### config.mk
export PLATFORM = sky130hd
export DESIGN_NAME = base85_text_to_word_decoder_core
export DESIGN_NICKNAME = d
export VERILOG_FILES = /design/src/hw/rtl/b85dec_pkg.sv /design/src/hw/rtl/base85_text_to_word_decoder_core.sv
export SDC_FILE = /design/constraint.sdc
export NUM_CORES = 1
export LEC_CHECK = 0
export BUFFER_PORTS_ARGS = -buffer_cell sky130_fd_sc_hd__clkbuf_2
export CELL_PAD_IN_SITES_DETAIL_PLACEMENT = 2
export CELL_PAD_IN_SITES_GLOBAL_PLACEMENT = 2
export CORE_MARGIN = 4
export CORE_UTILIZATION = 38
export CTS_BUF_LIST = sky130_fd_sc_hd__clkbuf_4
export DETAILED_ROUTE_END_ITERATION = 8
export PLACE_DENSITY = 0.84
export SETUP_SLACK_MARGIN = 0.3
export SYNTH_ARGS = -nofsm -noshare
export SYNTH_HDL_FRONTEND = slang
export SYNTH_SLANG_ARGS = --single-unit
### constraint.sdc
create_clock -name clk_i -period 5.05 [get_ports clk_i]
set_clock_uncertainty 0.2 [all_clocks]
set_input_delay 0 -clock clk_i [delete_from_list [all_inputs] [get_ports clk_i]]
set_output_delay 0 -clock clk_i [all_outputs]
set_load 0.03 [all_outputs]
### src/hw/rtl/b85dec_pkg.sv
// package for the base85 text-to-word decoder: result kinds, character codes
// and the alphabet-to-digit lookup
// no dependencies
`timescale 1ns / 1ps

package b85dec_pkg;

  localparam int unsigned CharW  = 8;
  localparam int unsigned WordW  = 32;
  localparam int unsigned DigitW = 7;
  localparam int unsigned CntW   = 3;
  localparam int unsigned KindW  = 2;

  // digits in one group
  localparam logic [CntW-1:0] GroupLen = CntW'(5);

  localparam logic [CharW-1:0] CharNul = 8'h00;
  localparam logic [CharW-1:0] CharEnd = 8'h5d;  // ']'

  typedef enum logic [KindW-1:0] {
    KIND_WORD = 2'd0,
    KIND_END  = 2'd1,
    KIND_ERR  = 2'd2
  } kind_e;

  typedef struct packed {
    logic              valid;
    logic [DigitW-1:0] digit;
  } digit_t;

  // alphabet: 0-9 A-Z a-z ! # $ % & ( ) * + - ; < = > ? @ ^ _ ` { | } ~
  function automatic digit_t digit_of(input logic [CharW-1:0] c);
    digit_t r;
    logic [CharW-1:0] t;
    r.valid = 1'b1;
    r.digit = '0;
    t = '0;
    if (c >= 8'h30 && c <= 8'h39) begin
      t = c - 8'd48;
      r.digit = t[DigitW-1:0];
    end else if (c >= 8'h41 && c <= 8'h5a) begin
      t = c - 8'd55;
      r.digit = t[DigitW-1:0];
    end else if (c >= 8'h61 && c <= 8'h7a) begin
      t = c - 8'd61;
      r.digit = t[DigitW-1:0];
    end else begin
      case (c)
        8'h21:   r.digit = 7'd62;  // !
        8'h23:   r.digit = 7'd63;  // #
        8'h24:   r.digit = 7'd64;  // $
        8'h25:   r.digit = 7'd65;  // %
        8'h26:   r.digit = 7'd66;  // &
        8'h28:   r.digit = 7'd67;  // (
        8'h29:   r.digit = 7'd68;  // )
        8'h2a:   r.digit = 7'd69;  // *
        8'h2b:   r.digit = 7'd70;  // +
        8'h2d:   r.digit = 7'd71;  // -
        8'h3b:   r.digit = 7'd72;  // ;
        8'h3c:   r.digit = 7'd73;  // <
        8'h3d:   r.digit = 7'd74;  // =
        8'h3e:   r.digit = 7'd75;  // >
        8'h3f:   r.digit = 7'd76;  // ?
        8'h40:   r.digit = 7'd77;  // @
        8'h5e:   r.digit = 7'd78;  // ^
        8'h5f:   r.digit = 7'd79;  // _
        8'h60:   r.digit = 7'd80;  // `
        8'h7b:   r.digit = 7'd81;  // {
        8'h7c:   r.digit = 7'd82;  // |
        8'h7d:   r.digit = 7'd83;  // }
        8'h7e:   r.digit = 7'd84;  // ~
        default: r.valid = 1'b0;
      endcase
    end
    return r;
  endfunction

endpackage

### src/hw/rtl/base85_text_to_word_decoder_core.sv
// base85 text-to-word decoder core: one character per beat in, one decoded
// word, end marker or error per group out
// depends on b85dec_pkg
`timescale 1ns / 1ps

// usage
// - slave stream: one text character per beat in s_axis_tdata_i
// - master stream: one result per beat, word in m_axis_tdata_o, result kind
//   in m_axis_tuser_o (word, end of stream, invalid character)
// - five alphabet characters make one word, emitted with its bytes reversed;
//   a nul at group start is dropped, a ']' at group start gives an end beat,
//   any other non-alphabet character gives an error beat and drops the group
// - a character is registered at the input, decoded against the group state
//   and the result written to the result register when the decode stage
//   advances; m_axis_tvalid_o comes straight from the result register
// - throughput: one character per cycle while no result waits, set by the single
//   multiply-by-85 and add between the input register and the result register
// - when the receiver stalls, the result register holds; the input register
//   still takes one more beat if it is empty, after which s_axis_tready_o falls
//   until the result is taken
// - reset clears both valid flags, the group value and the digit count

module base85_text_to_word_decoder_core
  import b85dec_pkg::*;
(
  input  logic             clk_i,
  input  logic             rst_ni,
  // input beats
  input  logic             s_axis_tvalid_i,
  output logic             s_axis_tready_o,
  input  logic [CharW-1:0] s_axis_tdata_i,   // [7:0] char_code
  // result beats
  output logic             m_axis_tvalid_o,
  input  logic             m_axis_tready_i,
  output logic [WordW-1:0] m_axis_tdata_o,   // [31:0] word_out
  output logic [KindW-1:0] m_axis_tuser_o    // [1:0] kind
);

  // input register
  logic             in_valid_q;
  logic [CharW-1:0] in_char_q;

  // group state
  logic [WordW-1:0] group_q, group_d;
  logic [CntW-1:0]  cnt_q, cnt_d;

  // result register
  logic             out_valid_q, out_valid_d;
  logic [WordW-1:0] out_word_q, out_word_d;
  kind_e            out_kind_q, out_kind_d;

  logic             advance;
  logic             has_res;
  digit_t           dig;
  logic [WordW-1:0] acc;
  logic [CntW-1:0]  cnt_inc;

  // the decode stage moves whenever the result register is free or drains
  assign advance         = !out_valid_q || m_axis_tready_i;
  assign s_axis_tready_o = !in_valid_q || advance;

  always_ff @(posedge clk_i or negedge rst_ni) begin
    if (!rst_ni) begin
      in_valid_q <= 1'b0;
    end else if (s_axis_tready_o) begin
      in_valid_q <= s_axis_tvalid_i;
    end
  end

  always_ff @(posedge clk_i) begin
    if (s_axis_tready_o && s_axis_tvalid_i) begin
      in_char_q <= s_axis_tdata_i;
    end
  end

  assign dig     = digit_of(in_char_q);
  // value * 85 as shifts and adds, modulo 2^32
  assign acc     = (group_q << 6) + (group_q << 4) + (group_q << 2) + group_q
                   + WordW'(dig.digit);
  assign cnt_inc = cnt_q + CntW'(1);

  // decode of the registered character against the group state
  always_comb begin
    group_d    = group_q;
    cnt_d      = cnt_q;
    has_res    = 1'b0;
    out_word_d = '0;
    out_kind_d = KIND_WORD;
    if (cnt_q == '0 && in_char_q == CharNul) begin
      // skipped between groups
    end else if (cnt_q == '0 && in_char_q == CharEnd) begin
      has_res    = 1'b1;
      out_kind_d = KIND_END;
      group_d    = '0;
    end else if (!dig.valid) begin
      has_res    = 1'b1;
      out_kind_d = KIND_ERR;
      group_d    = '0;
      cnt_d      = '0;
    end else if (cnt_inc == GroupLen) begin
      has_res    = 1'b1;
      out_kind_d = KIND_WORD;
      out_word_d = {acc[7:0], acc[15:8], acc[23:16], acc[31:24]};
      group_d    = '0;
      cnt_d      = '0;
    end else begin
      group_d = acc;
      cnt_d   = cnt_inc;
    end
  end

  assign out_valid_d = in_valid_q && has_res;

  always_ff @(posedge clk_i or negedge rst_ni) begin
    if (!rst_ni) begin
      group_q     <= '0;
      cnt_q       <= '0;
      out_valid_q <= 1'b0;
    end else if (advance) begin
      out_valid_q <= out_valid_d;
      if (in_valid_q) begin
        group_q <= group_d;
        cnt_q   <= cnt_d;
      end
    end
  end

  always_ff @(posedge clk_i) begin
    if (advance && out_valid_d) begin
      out_word_q <= out_word_d;
      out_kind_q <= out_kind_d;
    end
  end

  assign m_axis_tvalid_o = out_valid_q;
  assign m_axis_tdata_o  = out_word_q;
  assign m_axis_tuser_o  = out_kind_q;

  // assertions

  // a group never holds five digits
  a_cnt_range: assert property (@(posedge clk_i) disable iff (!rst_ni)
    cnt_q < GroupLen)
    else $error("digit count out of range");

  // end and error beats carry a zero word
  a_zero_word: assert property (@(posedge clk_i) disable iff (!rst_ni)
    out_valid_q && (out_kind_q == KIND_END || out_kind_q == KIND_ERR)
      |-> out_word_q == '0)
    else $error("end or error beat with nonzero word");

  // the fifth digit emits a word and restarts the group
  a_word_done: assert property (@(posedge clk_i) disable iff (!rst_ni)
    in_valid_q && advance && dig.valid && cnt_q == GroupLen - CntW'(1)
      |=> out_valid_q && out_kind_q == KIND_WORD && cnt_q == '0 && group_q == '0)
    else $error("completed group not emitted");

  // a terminator at group start gives an end beat and stays at group start
  a_end_beat: assert property (@(posedge clk_i) disable iff (!rst_ni)
    in_valid_q && advance && cnt_q == '0 && in_char_q == CharEnd
      |=> out_valid_q && out_kind_q == KIND_END && cnt_q == '0)
    else $error("terminator not reported");

  // the group state only moves when the decode stage advances
  a_state_hold: assert property (@(posedge clk_i) disable iff (!rst_ni)
    !advance |=> $stable(cnt_q) && $stable(group_q))
    else $error("group state changed while stalled");

endmodule

# Yosys cells after proc, flatten, opt, wreduce, memory -nomap -nowiden
# Index checks and enable logic that the tools add are counted.
[totals]
ff_bits = 79
input_bits = 12
output_inout_bits = 36
word_cells = 89
[op_classes]
n_addsub = 8
magnitude_cmp = 6
eq_ne = 25
muxes = 19
bitwise = 4
n_reduce_logical = 19
[op_table]
columns = ["op", "n"]
rows = [
  ["$pmux 7 s23", 1],
  ["$eq 8x6->1 const B", 15],
  ["$add 32x32->32", 3],
  ["$mux 32", 3],
  ["$eq 8x7->1 const B", 9],
  ["$add 32x7->32", 1],
  ["$reduce_or 23->1", 1],
  ["$mux 7", 3],
  ["$sub 7x6->7 const B", 3],
  ["$ge 8x7->1 const B", 2],
  ["$le 8x7->1 const B", 2],
  ["$mux 1", 9],
  ["$ge 8x6->1 const B", 1],
  ["$le 8x6->1 const B", 1],
  ["$logic_and 1x1->1", 8],
  ["$logic_not 8->1", 1],
  ["$mux 3", 2],
  ["$not 1->1", 4],
  ["$reduce_and 4->1", 1],
  ["$reduce_or 4->1", 1],
  ["$add 3x1->3 const B", 1],
  ["$eq 3x3->1 const B", 1],
  ["$logic_not 3->1", 1],
  ["$reduce_and 3->1", 1],
  ["4 further kinds", 6],
]

# Logic depth before layout (Yosys ltp)
# Gate-level depths: netlist (run 1).
[logic_depth]
depth_word = 11
ltp_mapped = 24
ltp_nobuf = 23

# Least setup slack after synthesis (run 1)
# OpenSTA, ideal clock, no wires.
[synth_timing]
kind = "register to register"
from = "register in_char_q[0]"
to = "register out_word_q[5], in the netlist m_axis_tdata_o[5], data pin"
setup_time_ns = 0.264
arrival_time_ns = 4.943
required_time_ns = 4.586
path_slack_ns = -0.357
path_stages_with_launch = 25
path_buffers = 1
path_cell_list = "edfxtp_1 -> inv_1 -> ha_1 -> nor4b_2 -> nor2b_1 -> o221a_1 -> buf_4 -> nor4_1 -> a21oi_1 -> o21ai_0 -> o2bb2ai_1 -> fa_1 -> inv_1 -> ha_1 -> ha_1 -> ha_1 -> inv_1 -> fa_1 -> nor2b_1 -> o2111ai_1 -> and4b_1 -> o21ai_0 -> a31oi_1 -> nor3b_1 -> nor3_2"
[synth_between]
elab_chain_cells = 8
elab_cells_between_ends = 51
[synth_rtl]
columns = ["item", "line", "source"]
rows = [
  ["from (decl)", "base85_text_to_word_decoder_core.sv:41", "logic [CharW-1:0] in_char_q;"],
  ["from (signal assigned)", "base85_text_to_word_decoder_core.sv:72", "in_char_q <= s_axis_tdata_i;"],
  ["branches (longest 8 deep; another with $add 32x7->32)", "-", ""],
  ["to (signal assigned)", "base85_text_to_word_decoder_core.sv:130", "out_word_q <= out_word_d;"],
  ["to (decl)", "base85_text_to_word_decoder_core.sv:49", "logic [WordW-1:0] out_word_q, out_word_d;"],
]
# Several ways; the timed one is not identified.
# A chain may end at the register's enable or synchronous reset.

# Worst setup path after layout (run 1)
[layout_timing]
from = "register in_char_q[0]"
to = "register out_word_q[6], in the netlist m_axis_tdata_o[6], data pin"
# The elaborated chain is that of the path after synthesis.

==> results by group, run 1 <==
Synth
  • Top-area cell type share of the netlist area: 17.53%
  • Post-Syn Area: between 7000 and 8000 sq um
  • Post-synth ARST share: 46.84%
  • Most frequent cell after synthesis: ha_1
  • Synth warn: 0
  • Top_reg_cell synth: edfxtp_1
  • Seq/Total Area, Yosys: 30.39%
  • Post-synth EDFFs: 42
  • Top post-synthesis cells by count: ha_1 (76), fa_1 (56), nand2_1 (56), nor2_1 (45)
  • Synth cell types: 74
  • Yosys reg bits: 79
  • Cell taking the most area after synthesis: edfxtp_1
  • Syn_area_per_cell: just over 10 sq um
  • Syn Nets: 843
  • Largest cells by area after synthesis: edfxtp_1 (18%), fa_1 (16%), ha_1 (13%)
  • Cells after Synth: 699

Drt
  • DRC viols: 0
  • DRT Pass-1 Iters: 5
  • DRT iter0 DRCs: 733
  • WL/cell: between 30 and 40 microns
  • Routed wire length: slightly below 40000 microns
  • Final ANT Viol Nets: 0
  • Vias after detailed routing: 7189
  • Vias/cell: 6.601

Global routing
  • First-pass GRT wire length: 53450 microns
  • Total grt overflow: 0
  • Largest net degree at the start of global routing: 38
  • Tot GR Track Use: 33.26%
  • Initial antenna violation count: 1
  • Vias in the first global route: 7939

Clock network
  • Max Root-Sink Buffers: 2
  • Worst skew pair latency: 0.51 ns
  • Htree depth: 3
  • CTS tree: yes
  • Num CTS Buffers: 9
  • Num Clock Sinks: 79
  • CTS clk-pin slew, worst paths: 0.17 ns
  • Clock root cell: clkbuf_4

Place
  • Dpl hpwl: about 22000 microns
  • Dpl ws: -0.9687 ns
  • Gp weighted congestion: between 0.9 and 1
  • Post-Place Cell Area: between 8000 and 9000 sq um
  • I/O Buffers: 47

Die
  • Ports: 48
  • Die Ht: 145.6 microns
  • Die ar.: 21200 sq um
  • Die width: 145.6 microns
  • Placeable Area: 18640 sq um
  • Row Count: 50
  • Initial Util: between 30% and 40%

STA
  • Normalized max-slew margin: 15.61%
  • Final Setup Violations: 49
  • Setup ws final: -1.051 ns
  • Tightest Pin Transition: 1.266 ns
  • WHS: approximately 0.0075 ns
  • Hold Vio Cnt, Final: 0
  • Fin crit period: 6.101 ns
  • FMAX: approximately 160 MHz
  • Final worst-path cycle share: 120.8%
  • RSZ-0062 raised after global routing: true
  • Slew Viols, Final: 0

Outcome
  • Status: complete, but fails checks
  • Failing checks: negative setup slack

Worst setup path
  • Worst-path maximum fanout: 4
  • Largest stage delay, worst path: between 0.5 and 0.6 ns
  • Kind of cell adding the most delay to the critical path: compound AO/OA/AOI/OAI gates
  • Slowest stage cell, crit path: edfxtp_1
  • Most frequent cell on the critical path: buf_4
  • CP Capture Type: flip-flop
  • Startpoint Class: flip-flop
  • CP Buf/Inv Count: 5
  • CP required: 5.12 ns
  • CP arrival: 6.17 ns
  • Setup CP Type: flip-flop to flip-flop
  • CP cell instances: inv_2 -> buf_4 -> ha_2 -> nor3_2 -> a21o_1 -> a21boi_2 -> nor4_4 -> a21oi_4 -> o21ai_2 -> o2bb2ai_2 -> fa_2 -> fa_1 -> inv_2 -> ha_4 -> ha_4 -> a211oi_2 -> o211ai_1 -> a221oi_2 -> buf_4 -> buf_4 -> o2111ai_4 -> nand4_1 -> and3_4 -> nor3_2

Layout
  • Sequential cell area: 2187 sq um
  • Final net count: 993
  • Final instance area: 9535 sq um
  • Layout area overhead: 32.52%
  • FILL cells: 1867
  • Layout cell share with drive strength beyond 1: 35.60%
  • Area of the multi-input gates: approximately 5500 sq um

Pwr
  • Leak: 4.315 nW
  • Power Density: roughly 750 nW/um^2
  • Design Power: ~0.0072 W
  • Worst vdd ir: 0.2857 mV

Run
  • Max_cap viols: 0

Hold path
  • Hold Path Class: primary input to flip-flop
==> registers in the layout, summed over array words and instances (netlist names) <==
name and cells:
group_q 32, cnt_q 3, in_valid_q 1, in_char_q 8, m_axis_tvalid_o 1, m_axis_tuser_o 2, m_axis_tdata_o 32
==> worst reg2reg max path, stage by stage (launching register included) <==
cell	delay, ns
edfxtp_1	0.53
inv_2	0.12
buf_4	0.15
ha_2	0.21
nor3_2	0.26
a21o_1	0.24
a21boi_2	0.11
nor4_4	0.34
a21oi_4	0.06
o21ai_2	0.14
o2bb2ai_2	0.17
fa_2	0.29
fa_1	0.47
inv_2	0.10
ha_4	0.22
ha_4	0.23
a211oi_2	0.29
o211ai_1	0.25
a221oi_2	0.45
buf_4	0.19
buf_4	0.12
o2111ai_4	0.12
nand4_1	0.28
and3_4	0.28
nor3_2	0.04
==> metrics by stage <==
stage / utilization, % / std cells / TNS, ns
6_report: 51.15 / 1089 / -36.10
5_1_grt: 51.15 / 1089 / -39.19
4_1_cts: 49.34 / 1079 / -16.10
3_5_place_dp: 44.43 / 1033 / -30.52
3_3_place_gp: 44.43 / 1033 / -10.13
2_1_floorplan: - / 699 / -1.444
==> repair_timing <==
item,in CTS,in global routing
endpoints found under the hold margin,57,0
buffers inserted,18,9
pin swaps,44,29
gates resized for setup,88,48
setup endpoints to repair,56,56
hold buffers,12,0
==> final timing paths <==
check / from / end / slack [ns] / depth (start not counted)
worst max-delay path: in_char_q[0]$_DFFE_PP_ / m_axis_tdata_o[6]$_SDFFCE_PP0P_ / -1.05 / 24
worst min-delay path: s_axis_tdata_i[2] / in_char_q[2]$_DFFE_PP_ / 0.008 / 2
worst max register to register: in_char_q[0]$_DFFE_PP_ / m_axis_tdata_o[6]$_SDFFCE_PP0P_ / -1.05 / 24
worst min register to register: cnt_q[2]$_DFFE_PN0P_ / cnt_q[2]$_DFFE_PN0P_ / 0.38 / 1
max in group asynchronous: rst_ni / group_q[7]$_DFFE_PN0P_ / 3.88 / 2
min in group asynchronous: rst_ni / group_q[15]$_DFFE_PN0P_ / 0.03 / 2
==> where the power goes <==
part	internal (W)	switching [W]	total [W]	leakage, nW
registers	0.000830	0.000333	0.00116	0.914
logic	0.00222	0.00324	0.00545	3.31
clock network	0.000254	0.000287	0.000541	0.0903
total	0.00330	0.00386	0.00716	4.31
==> routing by layer <==
layer / global-route usage (%) / vias up / part of all wire, %
li1: - / 2826 / -
met1: 37.81 / 3743 / 37
met2: 60.13 / 436 / 51
met3: 5.232 / 184 / 5.7
met4: 17.43 / 0 / 6.1
met5: 0 / - / 0
==> cell families after synthesis <==
kind of cell    synth area share, %
mux                          0.4521
compound gates                17.96
xor+xnor                      3.652
flops                         30.39
simple gates                  14.69
fa+ha+maj                     28.80
buf+inv                       4.051
==> placed cells by master (no fill, tap or decap), types with 18 or more instances in the layout <==
cell       n
a21oi_1   33
a22o_1    18
buf_4     97
clkbuf_2  47
dfrtp_1   37
edfxtp_1  42
fa_1      53
ha_1      58
inv_1     30
nand2_1   50
nor2_1    41
nor2b_1   23
o21ai_0   21
==> area by class of cell <==
class                   count  share of cell area (%)
clock inverters             6                   1.142
clock buffers              10                  0.7873
repair buffers            165                   12.61
well taps                 234                   3.070
flip-flops and latches     79                   22.94
diodes                      1                 0.02624
multi-input cells         555                   57.89
inverters                  39                   1.535
Note: power is estimated with default switching activity, not from simulation.
==> run 2: changes to the inputs <==
CORE_UTILIZATION = 42   (was 38)
PLACE_DENSITY = 0.87   (was 0.84)
clock period = 6.3 ns   (was 5.05 ns; I/O delays follow)
==> run 2 against run 1 <==
Effect of this change:
- the run still ends with negative setup slack left
- clock power down 26%
- wire length is 11% lower
- critical path depth fell by 2
- count of clock-buffer cells in the layout decreased by 1
==> results by group, run 2 (synthesized netlist as in run 1, its figures left out) <==
Clock network
  • Clock root cell: clkbuf_4
  • CTS clk-pin slew, worst paths: 0.17 ns (about the same)
  • Htree depth: 3 (unchanged)
  • Max Root-Sink Buffers: 2 (unchanged)
  • Num Clock Sinks: 79 (unchanged)
  • Worst skew pair latency: 0.51 ns (about the same)
  • CTS tree: yes
  • Num CTS Buffers: 9 (unchanged)

Worst setup path
  • Setup CP Type: flip-flop to flip-flop
  • Largest stage delay, worst path: 0.59 ns (+0.06 ns)
  • CP cell instances: inv_1 -> ha_4 -> nor3b_2 -> a21oi_1 -> o22ai_1 -> nor2_1 -> a22oi_1 -> mux2i_1 -> a22o_1 -> fa_1 -> inv_1 -> ha_4 -> ha_1 -> o211ai_1 -> o211ai_1 -> buf_4 -> a221oi_4 -> o211ai_1 -> a211o_1 -> o211ai_1 -> buf_4 -> a22o_1
  • CP arrival: 6.92 ns (+0.75 ns)
  • CP Buf/Inv Count: 4 (-1)
  • CP Capture Type: flip-flop
  • Most frequent cell on the critical path: o211ai_1
  • Kind of cell adding the most delay to the critical path: compound AO/OA/AOI/OAI gates
  • Startpoint Class: flip-flop
  • Register-to-register setup slack: -0.37 ns (+0.68 ns)
  • Slowest stage cell, crit path: fa_1
  • CP required: 6.55 ns (+1.43 ns)
  • Worst-path maximum fanout: 7 (+3)

Pwr
  • Worst vdd ir: 0.2600 mV (-9.0%)
  • Leak: 3.907 nW (-9.4%)
  • Power Density: 583.7 nW/um^2 (-22%)

Drt
  • DRT Pass-1 Iters: 7 (+2)
  • Vias after detailed routing: 6835 (-4.9%)
  • DRT iter0 DRCs: 686 (-6.4%)
  • Routed wire length: 34420 microns (-11%)
  • WL/cell: 33.91 microns (-4.3%)
  • DRC viols: 0 (unchanged)
  • Final ANT Viol Nets: 0 (unchanged)
  • Vias/cell: 6.734 (+2.0%)

Place
  • Gp weighted congestion: 0.9011 (about the same)
  • Post-Place Cell Area: 7651 sq um (-7.6%)
  • I/O Buffers: 47 (unchanged)
  • Dpl ws: -0.1828 ns (+0.7860 ns)
  • Dpl hpwl: 19020 microns (-12%)

Global routing
  • Total grt overflow: 0 (unchanged)
  • Tot GR Track Use: 30.09% (-3.2 points)
  • First-pass GRT wire length: 44940 microns (-16%)
  • Initial antenna violation count: 2 (+1)
  • Vias in the first global route: 7253 (-8.6%)
  • Largest net degree at the start of global routing: 38 (unchanged)

STA
  • Fin crit period: 6.673 ns (+0.5714 ns)
  • Hold Vio Cnt, Final: 0 (unchanged)
  • Final Setup Violations: 18 (-63%)
  • RSZ-0062 raised after global routing: true
  • Tightest Pin Transition: 1.258 ns (-0.007933 ns)
  • Final worst-path cycle share: 105.9% (-15 points)
  • Slew Viols, Final: 0 (unchanged)
  • FMAX: 149.9 MHz (-8.6%)
  • Normalized max-slew margin: 16.13% (+0.53 points)
  • Setup ws final: -0.3728 ns (+0.6786 ns)

Die
  • Ports: 48 (unchanged)
  • Die ar.: 19290 sq um (-9.0%)
  • Row Count: 47 (-6.0%)
  • Placeable Area: 16700 sq um (-10%)
  • Die width: 138.9 microns (-4.6%)
  • Initial Util: 43.09% (+4.5 points)
  • Die Ht: 138.9 microns (-4.6%)

Layout
  • Final instance area: 8544 sq um (-10%)
  • Layout cell share with drive strength beyond 1: 23.05% (-13 points)
  • Most frequent cells in the layout: ha_1 (63), nand2_1 (54), fa_1 (54)
  • Layout area overhead: 18.74%
  • FILL cells: 1693 (-9.3%)
  • Final Util: 51.16% (about the same)
  • Commonest non-fill, non-tap cell in the layout: ha_1
  • Final net count: 933 (-6.0%)

Run
  • Max_cap viols: 0 (unchanged)

Hold path
  • Hold Path Class: primary input to flip-flop

Outcome
  • Status: complete, but fails checks
  • Failing checks: negative setup slack
-- run 2: changes by cell type in the layout (fill, tap and decap cells not counted), moves of 6 or more --
cell	before	now
buf_4	97	42
a21oi_1	33	41
xnor2_1	9	17
inv_2	9	2
o21ai_0	21	29
xnor2_2	8	1
ha_4	13	3
inv_1	30	37
a21oi_2	7	1
-- run 2: final cells by class --
type / instances / area, sq um / area share [%]
Multi-Input combinational cell: 555 / 5056 / 59.17
Timing Repair Buffer: 105 / 713.2 / 8.347
Tap cell: 220 / 275.3 / 3.222
Clock inverter: 7 / 96.34 / 1.128
Antenna cell: 1 / 2.502 / 0.02929
Clock buffer: 9 / 67.56 / 0.7907
Sequential cell: 79 / 2187 / 25.60
Inverter: 39 / 146.4 / 1.713
-- run 2: repair_timing --
item / in CTS / in global routing
hold buffers: 14 / 0
setup endpoints to repair: 30 / 42
buffers inserted: 12 / 21
endpoints found under the hold margin: 57 / 0
resized for setup: 12 / 60
pin swaps: 3 / 20
-- run 2: metrics by stage --
stage | TNS [ns] | power, W | cells | hold slack (ns)
final | -3.573 | 0.004988 | 1015 | 0.02100
after global placement | 0 | 0.003560 | 951 | -0.02211
after floorplan | 0 | 0.002913 | 699 | -0.4956
after detailed placement | -0.6201 | 0.003869 | 951 | -0.02071
after CTS | 0 | 0.004346 | 993 | 0.007172
after global routing | -6.153 | 0.005235 | 1015 | 0.009806
-- run 2: worst paths after layout --
kind                                               from                      end  cells past startpoint
worst max-delay path             in_char_q[4]$_DFFE_PP_  group_q[18]$_DFFE_PN0P_                     22
worst min-delay path                  s_axis_tdata_i[6]   in_char_q[6]$_DFFE_PP_                      2
worst max register to register   in_char_q[4]$_DFFE_PP_  group_q[18]$_DFFE_PN0P_                     22
worst min register to register  group_q[30]$_DFFE_PN0P_  group_q[30]$_DFFE_PN0P_                      2
max in group asynchronous                        rst_ni   group_q[7]$_DFFE_PN0P_                      2
min in group asynchronous                        rst_ni   in_valid_q$_DFFE_PN0N_                      2
-- run 2: power by group --
| group | total (W) | internal [W] | switching, W |
|---|---|---|---|
| clock | 0.000403 | 0.000161 | 0.000242 |
| combinational | 0.00367 | 0.00137 | 0.00230 |
| sequential | 0.000918 | 0.000665 | 0.000253 |
-- run 2: routing by layer --
layer,GRT usage [%],share of wire [%],up-vias
li1,-,-,2721
met1,35.11,36,3512
met2,53.03,50,437
met3,4.862,6.7,165
met4,15.96,7.4,0
met5,0,0,-
==> run 3: changes to the inputs <==
ABC_AREA = 1   (was unset)
CORE_UTILIZATION = 38   (was 42)
==> run 3 against run 2 <==
Effect of this change:
- the run ends with negative hold slack left
- wire length shrank 2.7%
- global-route usage shrank 1.5 points
- worst setup slack improved by 0.99 ns
- flip-flop and latch count unchanged
- clock power is 2% higher
- count of clock-buffer cells in the layout stayed put
- die area grew 23%
- critical path type unchanged
==> results by group, run 3 <==
Layout
  • FILL cells: 2441 (+44%)
  • Area of the multi-input gates: 5189 sq um (+2.6%)
  • Commonest non-fill, non-tap cell in the layout: nand2_1
  • Layout area overhead: 9.735%
  • Sequential cell area: 2187 sq um (unchanged)
  • Final Util: 42.40% (-8.8 points)
  • Most frequent cells in the layout: nand2_1 (322), inv_1 (156), nor2_1 (95)
  • Layout cell share with drive strength beyond 1: 9.528% (-14 points)
  • Final net count: 1262 (+35%)
  • Layout Cells excl Fill: 1399 (+38%)

Worst setup path
  • CP Buf/Inv Count: 5 (+1)
  • Worst setup path startpoint: in_char_q[4]$_DFFE_PP_
  • Setup CP Type: flip-flop to flip-flop
  • Slowest stage cell, crit path: edfxtp_1
  • Worst-path maximum fanout: 7 (unchanged)
  • Register-to-register setup slack: 0.61 ns (+0.99 ns)
  • Startpoint Class: flip-flop
  • Critical R2R Capture: m_axis_tdata_o[9]$_SDFFCE_PP0P_
  • Worst r2r src: in_char_q[4]$_DFFE_PP_
  • CP arrival: 5.87 ns (-1.05 ns)
  • Kind of cell adding the most delay to the critical path: adder cells
  • R2R cell count: 25 (+14%)
  • CP Capture Type: flip-flop
  • CP required: 6.49 ns (-0.06 ns)
  • Largest stage delay, worst path: 0.56 ns (-0.03 ns)

Drt
  • DRT Pass-1 Iters: 5 (-2)
  • Routed wire length: 33480 microns (-2.7%)
  • Vias after detailed routing: 7684 (+12%)
  • Final ANT Viol Nets: 0 (unchanged)
  • Vias/cell: 5.492 (-18%)
  • WL/cell: 23.93 microns (-29%)
  • DRC viols: 0 (unchanged)
  • DRT iter0 DRCs: 515 (-25%)

Synth
  • Syn Nets: 1203 (+43%)
  • Top-area cell type share of the netlist area: 15.53% (-2.0 points)
  • Post-Syn Area: 8123 sq um (+13%)
  • Yosys reg bits: 79 (unchanged)
  • Top_reg_cell synth: edfxtp_1
  • Largest cells by area after synthesis: edfxtp_1 (16%), nand2_1 (15%), fa_1 (14%)
  • Synth cell types: 37 (-50%)
  • Cells after Synth: 1059 (+52%)
  • Most frequent cell after synthesis: nand2_1
  • Cell taking the most area after synthesis: edfxtp_1
  • Seq/Total Area, Yosys: 26.93% (-3.5 points)
  • Synth warn: 0 (unchanged)
  • Post-synth ARST share: 46.84% (unchanged)
  • Top post-synthesis cells by count: nand2_1 (322), inv_1 (158), nor2_1 (96), nand3_1 (78), ha_1 (76)
  • Post-synth EDFFs: 42 (unchanged)
  • Syn_area_per_cell: 7.670 sq um (-25%)

Clock network
  • Clock root cell: clkbuf_4
  • Num Clock Sinks: 79 (unchanged)
  • CTS clk-pin slew, worst paths: 0.19 ns (+0.02 ns)
  • CTS tree: yes
  • Worst skew pair latency: 0.52 ns (about the same)
  • Max Root-Sink Buffers: 2 (unchanged)
  • Num CTS Buffers: 9 (unchanged)
  • Htree depth: 3 (unchanged)

Die
  • Placeable Area: 21020 sq um (+26%)
  • Die ar.: 23780 sq um (+23%)
  • Row Count: 53 (+13%)
  • Initial Util: 38.64% (-4.4 points)
  • Die width: 154.2 microns (+11%)
  • Die Ht: 154.2 microns (+11%)
  • Ports: 48 (unchanged)

STA
  • Slew Viols, Final: 0 (unchanged)
  • Normalized max-slew margin: 15.52% (-0.61 points)
  • WHS: -0.002001 ns (-0.02300 ns)
  • FMAX: 175.9 MHz (+17%)
  • Tightest Pin Transition: 1.264 ns (+0.006163 ns)
  • RSZ-0062 raised after global routing: false
  • Final worst-path cycle share: 90.26% (-16 points)
  • Fin crit period: 5.686 ns (-0.9867 ns)
  • Final Setup Violations: 0 (-18)
  • Setup TNS: 0 ns (+3.573 ns)
  • Hold Vio Cnt, Final: 1 (+1)

Hold path
  • Worst Hold Launch: s_axis_tdata_i[1]
  • Hold Path Class: primary input to flip-flop
  • Worst hold stages: 2 (unchanged)
  • Worst Hold End: in_char_q[1]$_DFFE_PP_

Pwr
  • Power Density: 611.6 nW/um^2 (+4.8%)
  • Worst vdd ir: 0.2148 mV (-17%)
  • Design Power: 0.005452 W (+9.3%)
  • Leak: 4.888 nW (+25%)

Place
  • Cell Count Post-Placement: 1367 (+44%)
  • I/O Buffers: 47 (unchanged)
  • Gp weighted congestion: 0.9121 (+1.2%)
  • Dpl hpwl: 26830 microns (+41%)

Global routing
  • First-pass GRT wire length: 51980 microns (+16%)
  • Vias in the first global route: 8867 (+22%)
  • Initial antenna violation count: 1 (-1)
  • Total grt overflow: 0 (unchanged)
  • Largest net degree at the start of global routing: 38 (unchanged)
  • Tot GR Track Use: 28.54% (-1.5 points)

Outcome
  • Failing checks: negative hold slack
  • Status: complete, but fails checks

Run
  • Max_cap viols: 0 (unchanged)
run 3: worst max-delay path by stage:
stage               slack (ns)                          endpoint  depth (start not counted)
finish                    0.61   m_axis_tdata_o[9]$_SDFFCE_PP0P_                         25
global route              0.32   m_axis_tdata_o[9]$_SDFFCE_PP0P_                         25
CTS                       0.57   m_axis_tdata_o[9]$_SDFFCE_PP0P_                         25
detailed placement        0.67   m_axis_tdata_o[9]$_SDFFCE_PP0P_                         25
global placement          1.02   m_axis_tdata_o[9]$_SDFFCE_PP0P_                         25
floorplan                 1.79  m_axis_tdata_o[11]$_SDFFCE_PP0P_                         23
run 3: cell type report:
type                    instances  area share [%]
inverters                     164           6.948
repair buffers                 65           4.520
well taps                     275           3.860
clock inverters                 7           1.137
multi-input cells             799           58.21
clock buffers                   9          0.7580
diodes                          1         0.02807
flip-flops and latches         79           24.54
run 3: routing by layer:
layer / wire (microns) / GRT usage (%)
met2: 16930 / 50.31
met3: 1439 / 3.889
met1: 13740 / 35.18
met5: 0 / 0
met4: 1368 / 11.61
run 3: kinds of logic after synthesis:
logic type               Yosys count  synth area share (%)
adder cells (fa/ha/maj)          132                 25.51
flip-flops                        79                 26.93
XOR/XNOR                          26                 2.803
AND/OR/NAND/NOR                  565                 30.55
buffers and inverters            181                 9.288
AO/OA/AOI/OAI                     76                 4.929
run 3: through the flow:
step | instance area [sq um] | setup slack, ns | hold WS, ns
detailed placement | 8593 | 0.6735 | -0.01116
global placement | 8593 | 1.018 | -0.01695
CTS | 8892 | 0.5678 | 0.006299
floorplan | 8123 | 1.792 | -0.4956
finish | 8914 | 0.6139 | -0.002001
global route | 8914 | 0.3221 | 0.0003558
run 3: repair_timing:
action | CTS | global route
resized for setup | 0 | 2
setup endpoints to repair | 0 | 2
setup buffers | 0 | 2
hold endpoints to repair | 55 | 0
hold buffers | 13 | 0
run 3: power by group:
| part | total (W) | switching (W) | internal [W] |
|---|---|---|---|
| clock network | 0.000411 | 0.000245 | 0.000167 |
| logic | 0.00416 | 0.00285 | 0.00131 |
| registers | 0.000882 | 0.000207 | 0.000675 |
| total | 0.00545 | 0.00330 | 0.00215 |
